### config.mk
export PLATFORM = sky130hd
export DESIGN_NAME = sfah_ctrl
export DESIGN_NICKNAME = d
export VERILOG_FILES = /design/src/rtl/core/sfah_pkg.sv /design/src/rtl/core/sfah_ctrl.sv
export SDC_FILE = /design/constraint.sdc
export NUM_CORES = 1
export LEC_CHECK = 0
export ABC_AREA = 1
export BUFFER_PORTS_ARGS = -buffer_cell sky130_fd_sc_hd__buf_4
export CAP_MARGIN = 20
export CORE_MARGIN = 5
export CORE_UTILIZATION = 40
export DETAILED_ROUTE_END_ITERATION = 6
export PLACE_DENSITY = 0.67
export SLEW_MARGIN = 20
export SYNTH_ARGS = -nofsm -noshare
export SYNTH_HDL_FRONTEND = slang
export SYNTH_SLANG_ARGS = --single-unit
### constraint.sdc
create_clock -name clk -period 1.82 [get_ports clk]
set_clock_uncertainty 0.1 [all_clocks]
set_input_delay 0.455 -clock clk [delete_from_list [all_inputs] [get_ports clk]]
set_output_delay 0.455 -clock clk [all_outputs]
set_load 0.02 [all_outputs]
### src/rtl/core/sfah_pkg.sv
// shared types, constants and codes for the angle hold state feedback block
// no dependencies; imported by every other file of the block
package sfah_pkg;

  localparam int ANGLE_W   = 16;
  localparam int VEMF_W    = 16;
  localparam int TIME_W    = 20;
  localparam int WORD_W    = 32;
  localparam int CFG_IDX_W = 3;
  localparam int PROD_W    = 64;
  // tau + dt after flooring fits in 21 bits
  localparam int DEN_W     = TIME_W + 1;
  localparam int CNT_W     = $clog2(WORD_W);
  localparam int CMD_W     = WORD_W + 17;

  localparam logic [TIME_W-1:0] TIME_FLOOR_US = 20'd100;
  localparam logic [TIME_W-1:0] TAU_RESET_US  = 20'd100000;
  localparam logic [20:0]       US_PER_S      = 21'd1000000;

  // configuration register indexes
  localparam logic [CFG_IDX_W-1:0] REG_REF_TERM   = 3'd0;
  localparam logic [CFG_IDX_W-1:0] REG_GAIN_ANGLE = 3'd1;
  localparam logic [CFG_IDX_W-1:0] REG_GAIN_RATE  = 3'd2;
  localparam logic [CFG_IDX_W-1:0] REG_GAIN_VEMF  = 3'd3;
  localparam logic [CFG_IDX_W-1:0] REG_DRIVE_MIN  = 3'd4;
  localparam logic [CFG_IDX_W-1:0] REG_DRIVE_MAX  = 3'd5;
  localparam logic [CFG_IDX_W-1:0] REG_FILTER_TAU = 3'd6;

  typedef logic [2:0] mul_sel_t;
  localparam mul_sel_t MUL_TAU_RATE = 3'd0;
  localparam mul_sel_t MUL_DANGLE   = 3'd1;
  localparam mul_sel_t MUL_ANGLE    = 3'd2;
  localparam mul_sel_t MUL_RATE     = 3'd3;
  localparam mul_sel_t MUL_VEMF     = 3'd4;

  typedef logic [1:0] acc_op_t;
  localparam acc_op_t ACC_HOLD = 2'd0;
  localparam acc_op_t ACC_LOAD = 2'd1;
  localparam acc_op_t ACC_ADD  = 2'd2;

  typedef struct packed {
    logic signed [WORD_W-1:0] ref_term;
    logic signed [WORD_W-1:0] gain_angle;
    logic signed [WORD_W-1:0] gain_rate;
    logic signed [WORD_W-1:0] gain_vemf;
    logic signed [WORD_W-1:0] drive_min;
    logic signed [WORD_W-1:0] drive_max;
    logic [TIME_W-1:0]        filter_tau_us;
  } cfg_t;

  typedef struct packed {
    logic     load_in;
    logic     mul_en;
    mul_sel_t mul_sel;
    acc_op_t  acc_op;
    logic     div_init;
    logic     div_step;
    logic     div_fin;
    logic     cmd_calc;
    logic     out_load;
  } dp_cmd_t;

  typedef struct packed {
    logic primed;
    logic div_ovf;
  } dp_status_t;

endpackage

### src/rtl/core/sfah_ctrl.sv
// sequencer: steps the datapath through filter, division and feedback sum
// depends on sfah_pkg; drives sfah_dp through dp_cmd_t
module sfah_ctrl import sfah_pkg::*; (
  input  logic       clk,
  input  logic       rst_n,
  input  logic       in_valid,
  output logic       in_ready,
  output logic       out_valid,
  input  logic       out_ready,
  input  dp_status_t status,
  output dp_cmd_t    cmd
);

  localparam logic [3:0] S_IDLE = 4'd0;
  localparam logic [3:0] S_MA   = 4'd1;
  localparam logic [3:0] S_MB   = 4'd2;
  localparam logic [3:0] S_MC   = 4'd3;
  localparam logic [3:0] S_DCHK = 4'd4;
  localparam logic [3:0] S_DIV  = 4'd5;
  localparam logic [3:0] S_DFIN = 4'd6;
  localparam logic [3:0] S_F0   = 4'd7;
  localparam logic [3:0] S_F1   = 4'd8;
  localparam logic [3:0] S_F2   = 4'd9;
  localparam logic [3:0] S_F3   = 4'd10;
  localparam logic [3:0] S_F4   = 4'd11;
  localparam logic [3:0] S_OUT  = 4'd12;

  localparam logic [CNT_W-1:0] CNT_LAST = CNT_W'(WORD_W - 1);

  logic [3:0]       state_r, state_nxt;
  logic [CNT_W-1:0] cnt_r, cnt_nxt;
  logic             out_valid_r, out_valid_nxt;

  assign in_ready  = (state_r == S_IDLE);
  assign out_valid = out_valid_r;

  always_comb begin
    state_nxt     = state_r;
    cnt_nxt       = cnt_r;
    out_valid_nxt = out_valid_r && !out_ready;
    cmd           = '0;
    cmd.mul_sel   = MUL_TAU_RATE;
    cmd.acc_op    = ACC_HOLD;
    case (state_r)
      S_IDLE: begin
        if (in_valid) begin
          cmd.load_in = 1'b1;
          // first sample has no previous angle, rate starts at zero
          state_nxt   = status.primed ? S_MA : S_F0;
        end
      end
      S_MA: begin
        cmd.mul_en  = 1'b1;
        cmd.mul_sel = MUL_TAU_RATE;
        state_nxt   = S_MB;
      end
      S_MB: begin
        cmd.acc_op  = ACC_LOAD;
        cmd.mul_en  = 1'b1;
        cmd.mul_sel = MUL_DANGLE;
        state_nxt   = S_MC;
      end
      S_MC: begin
        cmd.acc_op = ACC_ADD;
        state_nxt  = S_DCHK;
      end
      S_DCHK: begin
        cmd.div_init = 1'b1;
        cnt_nxt      = '0;
        state_nxt    = status.div_ovf ? S_F0 : S_DIV;
      end
      S_DIV: begin
        cmd.div_step = 1'b1;
        cnt_nxt      = cnt_r + 1'b1;
        if (cnt_r == CNT_LAST) begin
          state_nxt = S_DFIN;
        end
      end
      S_DFIN: begin
        cmd.div_fin = 1'b1;
        state_nxt   = S_F0;
      end
      S_F0: begin
        cmd.mul_en  = 1'b1;
        cmd.mul_sel = MUL_ANGLE;
        state_nxt   = S_F1;
      end
      S_F1: begin
        cmd.acc_op  = ACC_LOAD;
        cmd.mul_en  = 1'b1;
        cmd.mul_sel = MUL_RATE;
        state_nxt   = S_F2;
      end
      S_F2: begin
        cmd.acc_op  = ACC_ADD;
        cmd.mul_en  = 1'b1;
        cmd.mul_sel = MUL_VEMF;
        state_nxt   = S_F3;
      end
      S_F3: begin
        cmd.acc_op = ACC_ADD;
        state_nxt  = S_F4;
      end
      S_F4: begin
        cmd.cmd_calc = 1'b1;
        state_nxt    = S_OUT;
      end
      S_OUT: begin
        // wait here only while the previous word is still unclaimed
        if (!out_valid_r || out_ready) begin
          cmd.out_load  = 1'b1;
          out_valid_nxt = 1'b1;
          state_nxt     = S_IDLE;
        end
      end
      default: begin
        state_nxt = S_IDLE;
      end
    endcase
  end

  always_ff @(posedge clk) begin
    if (!rst_n) begin
      state_r     <= S_IDLE;
      cnt_r       <= '0;
      out_valid_r <= 1'b0;
    end else begin
      state_r     <= state_nxt;
      cnt_r       <= cnt_nxt;
      out_valid_r <= out_valid_nxt;
    end
  end

endmodule

==> out/qor.yml <==
place:
  dp_hpwl_um: 1279
  place.port_buffers: 19
  gp_congestion: 0.9272
die:
  io_pins: 20
  die_h_um: 50.56
  coreArea_sq_um: 1541
  die-area_sq_um: 2556
  rows: 14
  die_x_um: 50.56
  initial_core_util: 0.4269
routing:
  postRouteAntennaNets: 0
  drtPass1Iterations: 4
  drc: 0
  vias: 679
  wl_um: 1566
  routed_via_density: 4.782
  routed_wire_length_per_instance_um: 11.03
  initialDrtViolationCount: 22
clock_tree:
  path_clk_slew_ns: 0.06
  clock-sinks: 10
  cts.path.max_buffers: 2
  cts_buffers: 3
  clock_latency_ns: 0.26
  htreeDepth: 1
  clock-root-buffer: "clkbuf_4"
  cts_tree: "built"
timing:
  rsz0062_at_grt: "yes"
  tightest_slew_ns: 0.2499
  slew_headroom: 0.8328
  max_freq_ghz: 0.5626
  drv_slew: 0
  period_share: 0.9766
  hold_viol: 0
  setup_tns_ns: 0
  min_period_ns: 1.777
  finalSetupViolations: 0
global_routing:
  overflow: 0
  grt_max_degree: 8
  groute.usage.overall: 0.1326
  antenna_found_initial: 0
  grt_pass1_vias: 626
  grt_pass1_wl_um: 2697
finish:
  seqCellArea_sq_um: 210.2
  multi_input_area_sq_um: 417.9
  drive_above_1_share: 0.3810
  final_util: 0.5917
  finalNetCount: 136
  synthToLayoutAreaGrowth_pct: 38.59
  fillers: 152
  num_antenna_cells: 0
run:
  cap_violations: 0
logic_synthesis:
  ys_seq_elements: 10
  synth-seq-area-share: 0.3042
  yosys.area.top_type: "dfxtp_1"
  synth_cells: 102
  synthArstFlopShare: 0
  synth.most_common_cell: "nand2_1"
  syn_area_per_cell_sq_um: 6.452
  synth_top_area_frac: 0.3042
  yosys_warnings: 0
  ys_top_cells_by_count: "nand2_1 (25), inv_1 (16), nor2_1 (11), dfxtp_1 (10)"
  yosysUniqueCellTypes: 21
  synth_flop_cell: "dfxtp_1"
  synthTopCellsByArea: "dfxtp_1 (30%), nand2_1 (14%), inv_1 (9.1%), nor2_1 (6.3%), a21oi_1 (5.3%)"
  synth_area_sq_um: 658.1
  synth_edf_count: 0
  syn_nets: 110
worst_setup_path:
  criticalPathCategory: "flop to output pin"
  crit_path_start_kind: "flop"
  r2r_slack_ns: 0.31
  crit_path_end_kind: "output pin"
  critPathRequiredTime_ns: 1.26
  path_max_fanout: 6
  crit_arrival_ns: 1.22
power_and_ir_drop:
  p_total_mw: 1.115
  p_leak_nw: 0.4489
  vdd_drop_max_mv: 0.8369
  p_per_area_nw_per_um2: 1222
worst_hold_path:
  hp-class: "input pin to flop"
status:
  status: "complete, no violations"
==> power by group <==
group          total [mW]  internal, mW  switching [mW]
logic               0.651         0.254           0.397
clock network       0.144        0.0760          0.0676
registers           0.320         0.258          0.0624
total                1.11         0.588           0.527
==> metrics by stage <==
| stage | cells | worst slack, ns | hold WS, ns | instance area, sq um |
|---|---|---|---|---|
| floorplan | 102 | 0.005737 | 0.3403 | 658.1 |
| global placement | 138 | 0.1752 | 0.3510 | 828.3 |
| detailed placement | 138 | 0.1603 | 0.3595 | 828.3 |
| CTS | 142 | 0.004277 | 0.3082 | 873.3 |
| global route | 142 | -0.02285 | 0.3492 | 912.1 |
| finish | 142 | 0.04267 | 0.3188 | 912.1 |
==> registers in the layout (all words and copies together), names as in the netlist <==
register / flops
cnt_r: 5
state_r: 4
out_valid: 1
==> worst max-delay path, stage by stage, from the launching register on <==
cell     delay [ns]
dfxtp_4        0.42
nor2_2         0.06
buf_4          0.14
a21oi_1        0.11
o21ai_1        0.08
buf_4          0.16
==> cell usage in the layout, fill, tap and decap left out, drive strengths merged <==
cell	count
clkinv	1
nor3	2
clkbuf	3
nand2	28
nand3	8
o21ai	7
ha	2
a21oi	7
buf	22
nor2	15
a31oi	2
inv	18
dfxtp	10
o2111ai	1
==> cells by family (layout without fill, tap and decap cells) <==
| kind of cell | after synthesis | count (layout) | synth area share |
|---|---|---|---|
| buf+inv | 20 | 44 | 0.1198 |
| simple gates | 53 | 53 | 0.3992 |
| compound gates | 17 | 17 | 0.1388 |
| flops | 10 | 10 | 0.3042 |
| fa+ha+maj | 2 | 2 | 0.03802 |
==> what timing repair did <==
action | 4_1_cts | 5_1_grt
cloned | 0 | 0
endpoints found under the setup margin | 3 | 4
hold buffers | 0 | 0
resized for setup | 8 | 13
buffers inserted | 1 | 0
==> routing by layer <==
metal | global-route usage | part of all wire
met1 | 0.1757 | 0.49
met3 | 0.05621 | 0.049
met5 | 0 | 0
met2 | 0.2004 | 0.47
met4 | 0.02553 | 0
==> area by class of cell <==
class                   instances  share of cell area
clock buffers                   3             0.02469
inverters                      19             0.08368
multi-input cells              72              0.4582
flip-flops and latches         10              0.2305
well taps                      16             0.02195
repair buffers                 22              0.1811
==> path summary, 6_finish.rpt <==
path	start	to	cells past startpoint
worst max register to register	cnt_r[0]	state_r[2]	9
worst min register to register	cnt_r[3]	cnt_r[3]	2
worst max-delay path	state_r[2]	cmd[6]	5
worst min-delay path	rst_n	state_r[0]	3
Note: power is estimated with default switching activity, not from simulation.
