**src/rtl/core/sfah_pkg.sv**
```systemverilog
// shared types, constants and codes for the angle hold state feedback block
// no dependencies; imported by every other file of the block
package sfah_pkg;

  localparam int ANGLE_W   = 16;
  localparam int VEMF_W    = 16;
  localparam int TIME_W    = 20;
  localparam int WORD_W    = 32;
  localparam int CFG_IDX_W = 3;
  localparam int PROD_W    = 64;
  // tau + dt after flooring fits in 21 bits
  localparam int DEN_W     = TIME_W + 1;
  localparam int CNT_W     = $clog2(WORD_W);
  localparam int CMD_W     = WORD_W + 17;

  localparam logic [TIME_W-1:0] TIME_FLOOR_US = 20'd100;
  localparam logic [TIME_W-1:0] TAU_RESET_US  = 20'd100000;
  localparam logic [20:0]       US_PER_S      = 21'd1000000;

  // configuration register indexes
  localparam logic [CFG_IDX_W-1:0] REG_REF_TERM   = 3'd0;
  localparam logic [CFG_IDX_W-1:0] REG_GAIN_ANGLE = 3'd1;
  localparam logic [CFG_IDX_W-1:0] REG_GAIN_RATE  = 3'd2;
  localparam logic [CFG_IDX_W-1:0] REG_GAIN_VEMF  = 3'd3;
  localparam logic [CFG_IDX_W-1:0] REG_DRIVE_MIN  = 3'd4;
  localparam logic [CFG_IDX_W-1:0] REG_DRIVE_MAX  = 3'd5;
  localparam logic [CFG_IDX_W-1:0] REG_FILTER_TAU = 3'd6;

  typedef logic [2:0] mul_sel_t;
  localparam mul_sel_t MUL_TAU_RATE = 3'd0;
  localparam mul_sel_t MUL_DANGLE   = 3'd1;
  localparam mul_sel_t MUL_ANGLE    = 3'd2;
  localparam mul_sel_t MUL_RATE     = 3'd3;
  localparam mul_sel_t MUL_VEMF     = 3'd4;

  typedef logic [1:0] acc_op_t;
  localparam acc_op_t ACC_HOLD = 2'd0;
  localparam acc_op_t ACC_LOAD = 2'd1;
  localparam acc_op_t ACC_ADD  = 2'd2;

  typedef struct packed {
    logic signed [WORD_W-1:0] ref_term;
    logic signed [WORD_W-1:0] gain_angle;
    logic signed [WORD_W-1:0] gain_rate;
    logic signed [WORD_W-1:0] gain_vemf;
    logic signed [WORD_W-1:0] drive_min;
    logic signed [WORD_W-1:0] drive_max;
    logic [TIME_W-1:0]        filter_tau_us;
  } cfg_t;

  typedef struct packed {
    logic     load_in;
    logic     mul_en;
    mul_sel_t mul_sel;
    acc_op_t  acc_op;
    logic     div_init;
    logic     div_step;
    logic     div_fin;
    logic     cmd_calc;
    logic     out_load;
  } dp_cmd_t;

  typedef struct packed {
    logic primed;
    logic div_ovf;
  } dp_status_t;

endpackage

```
**src/rtl/core/sfah_dp.sv**
```systemverilog
// datapath: shared 33x33 multiplier, accumulator, restoring divider, clamp
// depends on sfah_pkg; driven by sfah_ctrl through dp_cmd_t
module sfah_dp import sfah_pkg::*; (
  input  logic                      clk,
  input  logic                      rst_n,
  input  cfg_t                      cfg,
  input  dp_cmd_t                   cmd,
  output dp_status_t                status,
  input  logic signed [ANGLE_W-1:0] angle_in,
  input  logic signed [VEMF_W-1:0]  vemf_in,
  input  logic [TIME_W-1:0]         interval_in,
  output logic signed [WORD_W-1:0]  drive_cmd
);

  logic signed [ANGLE_W-1:0] angle_r;
  logic signed [ANGLE_W-1:0] last_angle_r;
  logic signed [VEMF_W-1:0]  vemf_r;
  logic signed [ANGLE_W:0]   dangle_r;
  logic [DEN_W-1:0]          den_r;
  logic                      primed_r;
  logic signed [WORD_W-1:0]  rate_r;
  logic signed [PROD_W-1:0]  prod_r;
  logic signed [PROD_W-1:0]  acc_r;
  logic                      neg_r;
  logic [DEN_W-1:0]          rem_r;
  logic [WORD_W-1:0]         quo_r;
  logic signed [CMD_W-1:0]   cmd_r;
  logic signed [WORD_W-1:0]  out_r;

  logic [TIME_W-1:0]         dt_floor;
  logic signed [WORD_W:0]    mul_a;
  logic signed [WORD_W:0]    mul_b;
  logic signed [2*WORD_W+1:0] mul_full;
  logic [PROD_W-1:0]         acc_abs;
  logic [DEN_W:0]            div_shift;
  logic [DEN_W+1:0]          div_diff;
  logic                      div_ge;
  logic signed [WORD_W-1:0]  rate_sat;
  logic signed [CMD_W-1:0]   lim_min;
  logic signed [CMD_W-1:0]   lim_max;
  logic signed [CMD_W-1:0]   cmd_lo;
  logic signed [CMD_W-1:0]   cmd_cl;
  logic signed [PROD_W-17:0] fb_shift;

  assign dt_floor = (interval_in < TIME_FLOOR_US) ? TIME_FLOOR_US : interval_in;

  always_comb begin
    mul_a = '0;
    mul_b = '0;
    case (cmd.mul_sel)
      MUL_TAU_RATE: begin
        mul_a = $signed({{(WORD_W+1-TIME_W){1'b0}}, cfg.filter_tau_us});
        mul_b = $signed({rate_r[WORD_W-1], rate_r});
      end
      MUL_DANGLE: begin
        mul_a = $signed({{(WORD_W-ANGLE_W){dangle_r[ANGLE_W]}}, dangle_r});
        mul_b = $signed({{(WORD_W+1-21){1'b0}}, US_PER_S});
      end
      MUL_ANGLE: begin
        mul_a = $signed({cfg.gain_angle[WORD_W-1], cfg.gain_angle});
        mul_b = $signed({{(WORD_W+1-ANGLE_W){angle_r[ANGLE_W-1]}}, angle_r});
      end
      MUL_RATE: begin
        mul_a = $signed({cfg.gain_rate[WORD_W-1], cfg.gain_rate});
        mul_b = $signed({rate_r[WORD_W-1], rate_r});
      end
      MUL_VEMF: begin
        mul_a = $signed({cfg.gain_vemf[WORD_W-1], cfg.gain_vemf});
        mul_b = $signed({{(WORD_W+1-VEMF_W){vemf_r[VEMF_W-1]}}, vemf_r});
      end
      default: ;
    endcase
  end

  assign mul_full = mul_a * mul_b;

  // magnitude of the filter numerator, quotient overflows 32 bits if high word >= den
  assign acc_abs  = acc_r[PROD_W-1] ? (~acc_r + 64'd1) : acc_r;
  assign status.div_ovf = (acc_abs[PROD_W-1:WORD_W] >= {{(WORD_W-DEN_W){1'b0}}, den_r});
  assign status.primed  = primed_r;

  assign div_shift = {rem_r, quo_r[WORD_W-1]};
  assign div_diff  = {1'b0, div_shift} - {2'b00, den_r};
  assign div_ge    = !div_diff[DEN_W+1];

  // truncated quotient magnitude to saturated signed rate
  always_comb begin
    if (neg_r) begin
      if (quo_r > {1'b1, {(WORD_W-1){1'b0}}}) begin
        rate_sat = {1'b1, {(WORD_W-1){1'b0}}};
      end else begin
        rate_sat = $signed(~quo_r + 32'd1);
      end
    end else begin
      if (quo_r[WORD_W-1]) begin
        rate_sat = {1'b0, {(WORD_W-1){1'b1}}};
      end else begin
        rate_sat = $signed(quo_r);
      end
    end
  end

  assign fb_shift = acc_r[PROD_W-1:16];
  assign lim_min  = $signed({{(CMD_W-WORD_W){cfg.drive_min[WORD_W-1]}}, cfg.drive_min});
  assign lim_max  = $signed({{(CMD_W-WORD_W){cfg.drive_max[WORD_W-1]}}, cfg.drive_max});
  assign cmd_lo   = (cmd_r < lim_min) ? lim_min : cmd_r;
  assign cmd_cl   = (cmd_lo > lim_max) ? lim_max : cmd_lo;

  always_ff @(posedge clk) begin
    if (!rst_n) begin
      primed_r     <= 1'b0;
      last_angle_r <= '0;
      rate_r       <= '0;
    end else begin
      if (cmd.load_in) begin
        angle_r      <= angle_in;
        vemf_r       <= vemf_in;
        dangle_r     <= {angle_in[ANGLE_W-1], angle_in} - {last_angle_r[ANGLE_W-1], last_angle_r};
        den_r        <= {1'b0, cfg.filter_tau_us} + {1'b0, dt_floor};
        last_angle_r <= angle_in;
        primed_r     <= 1'b1;
        if (!primed_r) begin
          rate_r <= '0;
        end
      end
      if (cmd.mul_en) begin
        prod_r <= mul_full[PROD_W-1:0];
      end
      case (cmd.acc_op)
        ACC_LOAD: acc_r <= prod_r;
        ACC_ADD:  acc_r <= acc_r + prod_r;
        default: ;
      endcase
      if (cmd.div_init) begin
        neg_r <= acc_r[PROD_W-1];
        rem_r <= acc_abs[WORD_W+DEN_W-1:WORD_W];
        quo_r <= acc_abs[WORD_W-1:0];
        if (status.div_ovf) begin
          rate_r <= acc_r[PROD_W-1] ? {1'b1, {(WORD_W-1){1'b0}}}
                                    : {1'b0, {(WORD_W-1){1'b1}}};
        end
      end
      if (cmd.div_step) begin
        rem_r <= div_ge ? div_diff[DEN_W-1:0] : div_shift[DEN_W-1:0];
        quo_r <= {quo_r[WORD_W-2:0], div_ge};
      end
      if (cmd.div_fin) begin
        rate_r <= rate_sat;
      end
      if (cmd.cmd_calc) begin
        cmd_r <= $signed({{(CMD_W-WORD_W){cfg.ref_term[WORD_W-1]}}, cfg.ref_term})
               - $signed({fb_shift[PROD_W-17], fb_shift});
      end
      if (cmd.out_load) begin
        out_r <= cmd_cl[WORD_W-1:0];
      end
    end
  end

  assign drive_cmd = out_r;

endmodule

```
**config.mk**
```make
export PLATFORM = sky130hd
export DESIGN_NAME = sfah_dp
export DESIGN_NICKNAME = d
export VERILOG_FILES = /design/src/rtl/core/sfah_pkg.sv /design/src/rtl/core/sfah_dp.sv
export SDC_FILE = /design/constraint.sdc
export NUM_CORES = 2
export LEC_CHECK = 0
export ABC_AREA = 1
export BUFFER_PORTS_ARGS = -buffer_cell sky130_fd_sc_hd__buf_2
export CAP_MARGIN = 0
export CELL_PAD_IN_SITES_DETAIL_PLACEMENT = 0
export CELL_PAD_IN_SITES_GLOBAL_PLACEMENT = 1
export CORE_UTILIZATION = 53
export CTS_BUF_LIST = sky130_fd_sc_hd__clkbuf_8 sky130_fd_sc_hd__clkbuf_16
export DETAILED_ROUTE_END_ITERATION = 7
export GPL_TIMING_DRIVEN = 1
export PLACE_DENSITY_LB_ADDON = 0.1
export SKIP_LAST_GASP = 1
export SYNTH_ARGS = -nofsm -noshare
export SYNTH_HDL_FRONTEND = slang
export SYNTH_SLANG_ARGS = --single-unit
```
**constraint.sdc**
```tcl
create_clock -name clk -period 28.9 [get_ports clk]
set_input_delay 5.78 -clock clk [delete_from_list [all_inputs] [get_ports clk]]
set_output_delay 5.78 -clock clk [all_outputs]
set_load 0.01 [all_outputs]
```
==> results.ini <==
[route]
num_vias=59332
postRouteAntennaNets=0
wirelength_um=247200
drc=0
vias_per_cell=5.729
initialDrtViolationCount=5205
wl_per_cell_um=23.87
drt_pass1_iterations=8

[worst_setup_path]
timing.critical_path.mode_cell=fa_1
arrival_ns=16.03
critPathLaunchType=primary input
regToRegSetupSlack_ns=18.86
critPathRequiredTime_ns=29.25
path_class=in -> reg
reg2reg_from=dangle_r[16]
end_kind=register
max_stage_delay_ns=0.99
r2r-end=prod_r[63]
slowest_stage=fa_1
path_max_fanout=32
reg2reg_depth=27

[synthesis]
synth_edf_count=333
synth_area_leader_cell=fa_1
synth-main-ff-cell=edfxtp_1
syn_inst=8483
avgSynthCellArea_um2=8.057
synth-warning-count=0
async_flop_share_pct=0
yosysUniqueCellTypes=63
synth_area_leaders=fa_1 (33%), edfxtp_1 (15%), inv_1 (9.7%)
ys_top_cells_by_count=inv_1 (1762), nand2_1 (1509), fa_1 (1110)
synth_top_area_share_pct=32.51
synth_seq_cells=382
seq_area_frac_synth_pct=16.07
synth_most_common_cell=inv_1
syn-cell-area_mm2=0.06835
synth_nets=10372

[place]
io_buffers=311
dpl.hpwl_um=203000
dp.cells=10271
dpl-instance-area_mm2=0.07172
place_congestion=1.028

[cts]
cts.sinks=382
cts_hold_buf=0
cts_resized=0
htreeDepth=2
cts-buffers-inserted=44
cts_tree=yes
clk_path_buf_depth=3
clockRootBuffer=clkbuf_16
insertion_delay_ns=0.61
clk_pin_slew_ns=0.06
post-cts-setup-buffers=0

[final_layout]
nets=10544
drive_gt1_share_pct=6.997
final_design_area_no_fill_mm2=0.07330
area.growth.synth_to_final_pct=7.247
postLayoutCoreUtil_pct=57.41
fin_cells=10357

[timing]
worst_pin_slew_ns=1.192
fmax_ghz=0.06375
maxSlewHeadroom_pct=20.44
fin_crit_ns=15.69
maxSlewViolCount=0
worst_clock_skew_ns=0.03593
tns_ns=0
setup-violations-final=0
hold_viol=0
fin_crit_sh_pct=54.28
rsz0062_at_grt=no

[global_route]
gr-usage-all-layers_pct=38.00
grt_pass1_wl_um=369900
antenna_found_initial=5
overflow=0
grt_max_degree=80
grt_pass1_vias=60332

[min_path]
holdPathEnd=last_angle_r[6]
hold_class=reg -> reg
holdPathStages=2
hp-start=last_angle_r[6]

[die]
die_w_um=361.1
core_region_area_mm2=0.1277
dieHeight_um=361.1
start_util_pct=53.53
rows=131
pin_count=312
dieArea_mm2=0.1304

[run]
drv_cap=0

[pwr]
power_frac_comb_pct=78.9
p_int_mw=3.395
sequentialPowerShare_pct=13.3
cellPowerDensity_mw_per_mm2=107.7
p_leak_nw=36.09
ir_worst_vdd_v=0.0002234
switching_share_pct=57.01
power_frac_clock_pct=7.8
power.switching_mw=4.502

[run_status]
status=completed

## worst max-delay path, delay by kind of cell
kind	cells	cell delay, ns
AO/OA/AOI/OAI	2	0.66
buffers and inverters	12	2.96
adder cells (fa/ha/maj)	9	4.89
XOR/XNOR	1	0.17
AND/OR/NAND/NOR	8	1.47
## power groups by stage
| stage | logic [mW] | clock network (mW) | registers [mW] |
|---|---|---|---|
| final | 6.23 | 0.615 | 1.05 |
| after global routing | 6.85 | 0.640 | 1.06 |
| after CTS | 6.20 | 0.625 | 1.05 |
| after detailed placement | 6.16 | 0 | 1.06 |
| after global placement | 6.12 | 0 | 1.06 |
| after floorplan | 4.14 | 0 | 0.992 |
## metrics by stage
step | worst slack (ns) | hold WS, ns | power (mW)
floorplan | 14.74 | 0.4206 | 5.135
global placement | 12.76 | 0.4468 | 7.176
detailed placement | 12.61 | 0.4545 | 7.225
CTS | 13.26 | 0.4633 | 7.870
global route | 12.69 | 0.4871 | 8.554
finish | 13.21 | 0.4635 | 7.897
## flip-flops by register name (all words and copies together), names as in the netlist, 16 cells and up
| name | cells |
|---|---|
| rem_r | 21 |
| angle_r | 16 |
| drive_cmd | 32 |
| last_angle_r | 16 |
| prod_r | 64 |
| cmd_r | 49 |
| vemf_r | 16 |
| acc_r | 64 |
| dangle_r | 17 |
| rate_r | 32 |
| quo_r | 32 |
| den_r | 21 |
## worst max path at each step
stage                       to  cells after the start  slack, ns  startpoint
floorplan           prod_r[61]                     33      14.74      cmd[9]
global placement    prod_r[51]                     29      12.76      cmd[9]
detailed placement  prod_r[51]                     29      12.61      cmd[7]
CTS                 prod_r[61]                     33      13.26      cmd[7]
global route        prod_r[63]                     31      12.69      cmd[8]
finish              prod_r[63]                     32      13.21      cmd[7]
## cells in the final DEF (no fill, tap or decap), types with 13 or more instances in the layout
| master | n |
|---|---|
| nor2_2 | 21 |
| clkbuf_16 | 49 |
| buf_2 | 311 |
| dfxtp_1 | 49 |
| nor4_1 | 34 |
| o221ai_1 | 21 |
| xnor2_1 | 89 |
| a21oi_2 | 16 |
| inv_1 | 1760 |
| or2_2 | 23 |
| inv_2 | 23 |
| nor3_1 | 53 |
| o21bai_1 | 16 |
| o211ai_1 | 29 |
| o21ai_1 | 13 |
| nand4_1 | 56 |
| a21o_1 | 23 |
| nor2_1 | 1037 |
| buf_4 | 95 |
| nand2_2 | 16 |
| clkinv_1 | 25 |
| nand2_1 | 1509 |
| xor2_1 | 155 |
| a31oi_1 | 86 |
| o21a_1 | 18 |
| o21ai_0 | 297 |
| a21oi_1 | 441 |
| edfxtp_1 | 333 |
| and2_1 | 56 |
| ha_1 | 500 |
| a22o_1 | 28 |
| a221oi_1 | 23 |
| a22oi_1 | 13 |
| fa_1 | 1110 |
| nand3_1 | 249 |
## final cells by class
cell class	instances	area [µm²]
fillers	12009	54380
multi-input cells	6019	49620
flip-flops and latches	382	10980
inverters	1802	6764
repair buffers	406	2270
well taps	1662	2079
clock buffers	53	1281
clock inverters	28	294.0
diodes	5	12.51
## per-layer routing
layer	share of wire [%]	GRT usage [%]	routed length [µm]	vias up
met3	8.5	6.935	20960	679
met4	6.5	20.46	16060	2
li1	-	-	-	26652
met2	46	62.29	114600	2752
met1	39	47.76	95580	29247
met5	0.0061	0	15	-
## cells by family (layout without fill, tap and decap cells)
family | count (synthesis) | after routing | synth area share, %
xor+xnor | 244 | 244 | 3.127
simple gates | 3086 | 3086 | 18.48
flops | 382 | 382 | 16.07
compound gates | 1078 | 1078 | 9.098
other cells | 0 | 5 | 0
fa+ha+maj | 1611 | 1611 | 41.68
buf+inv | 2082 | 2289 | 11.55
Note: power is estimated with default switching activity, not from simulation.
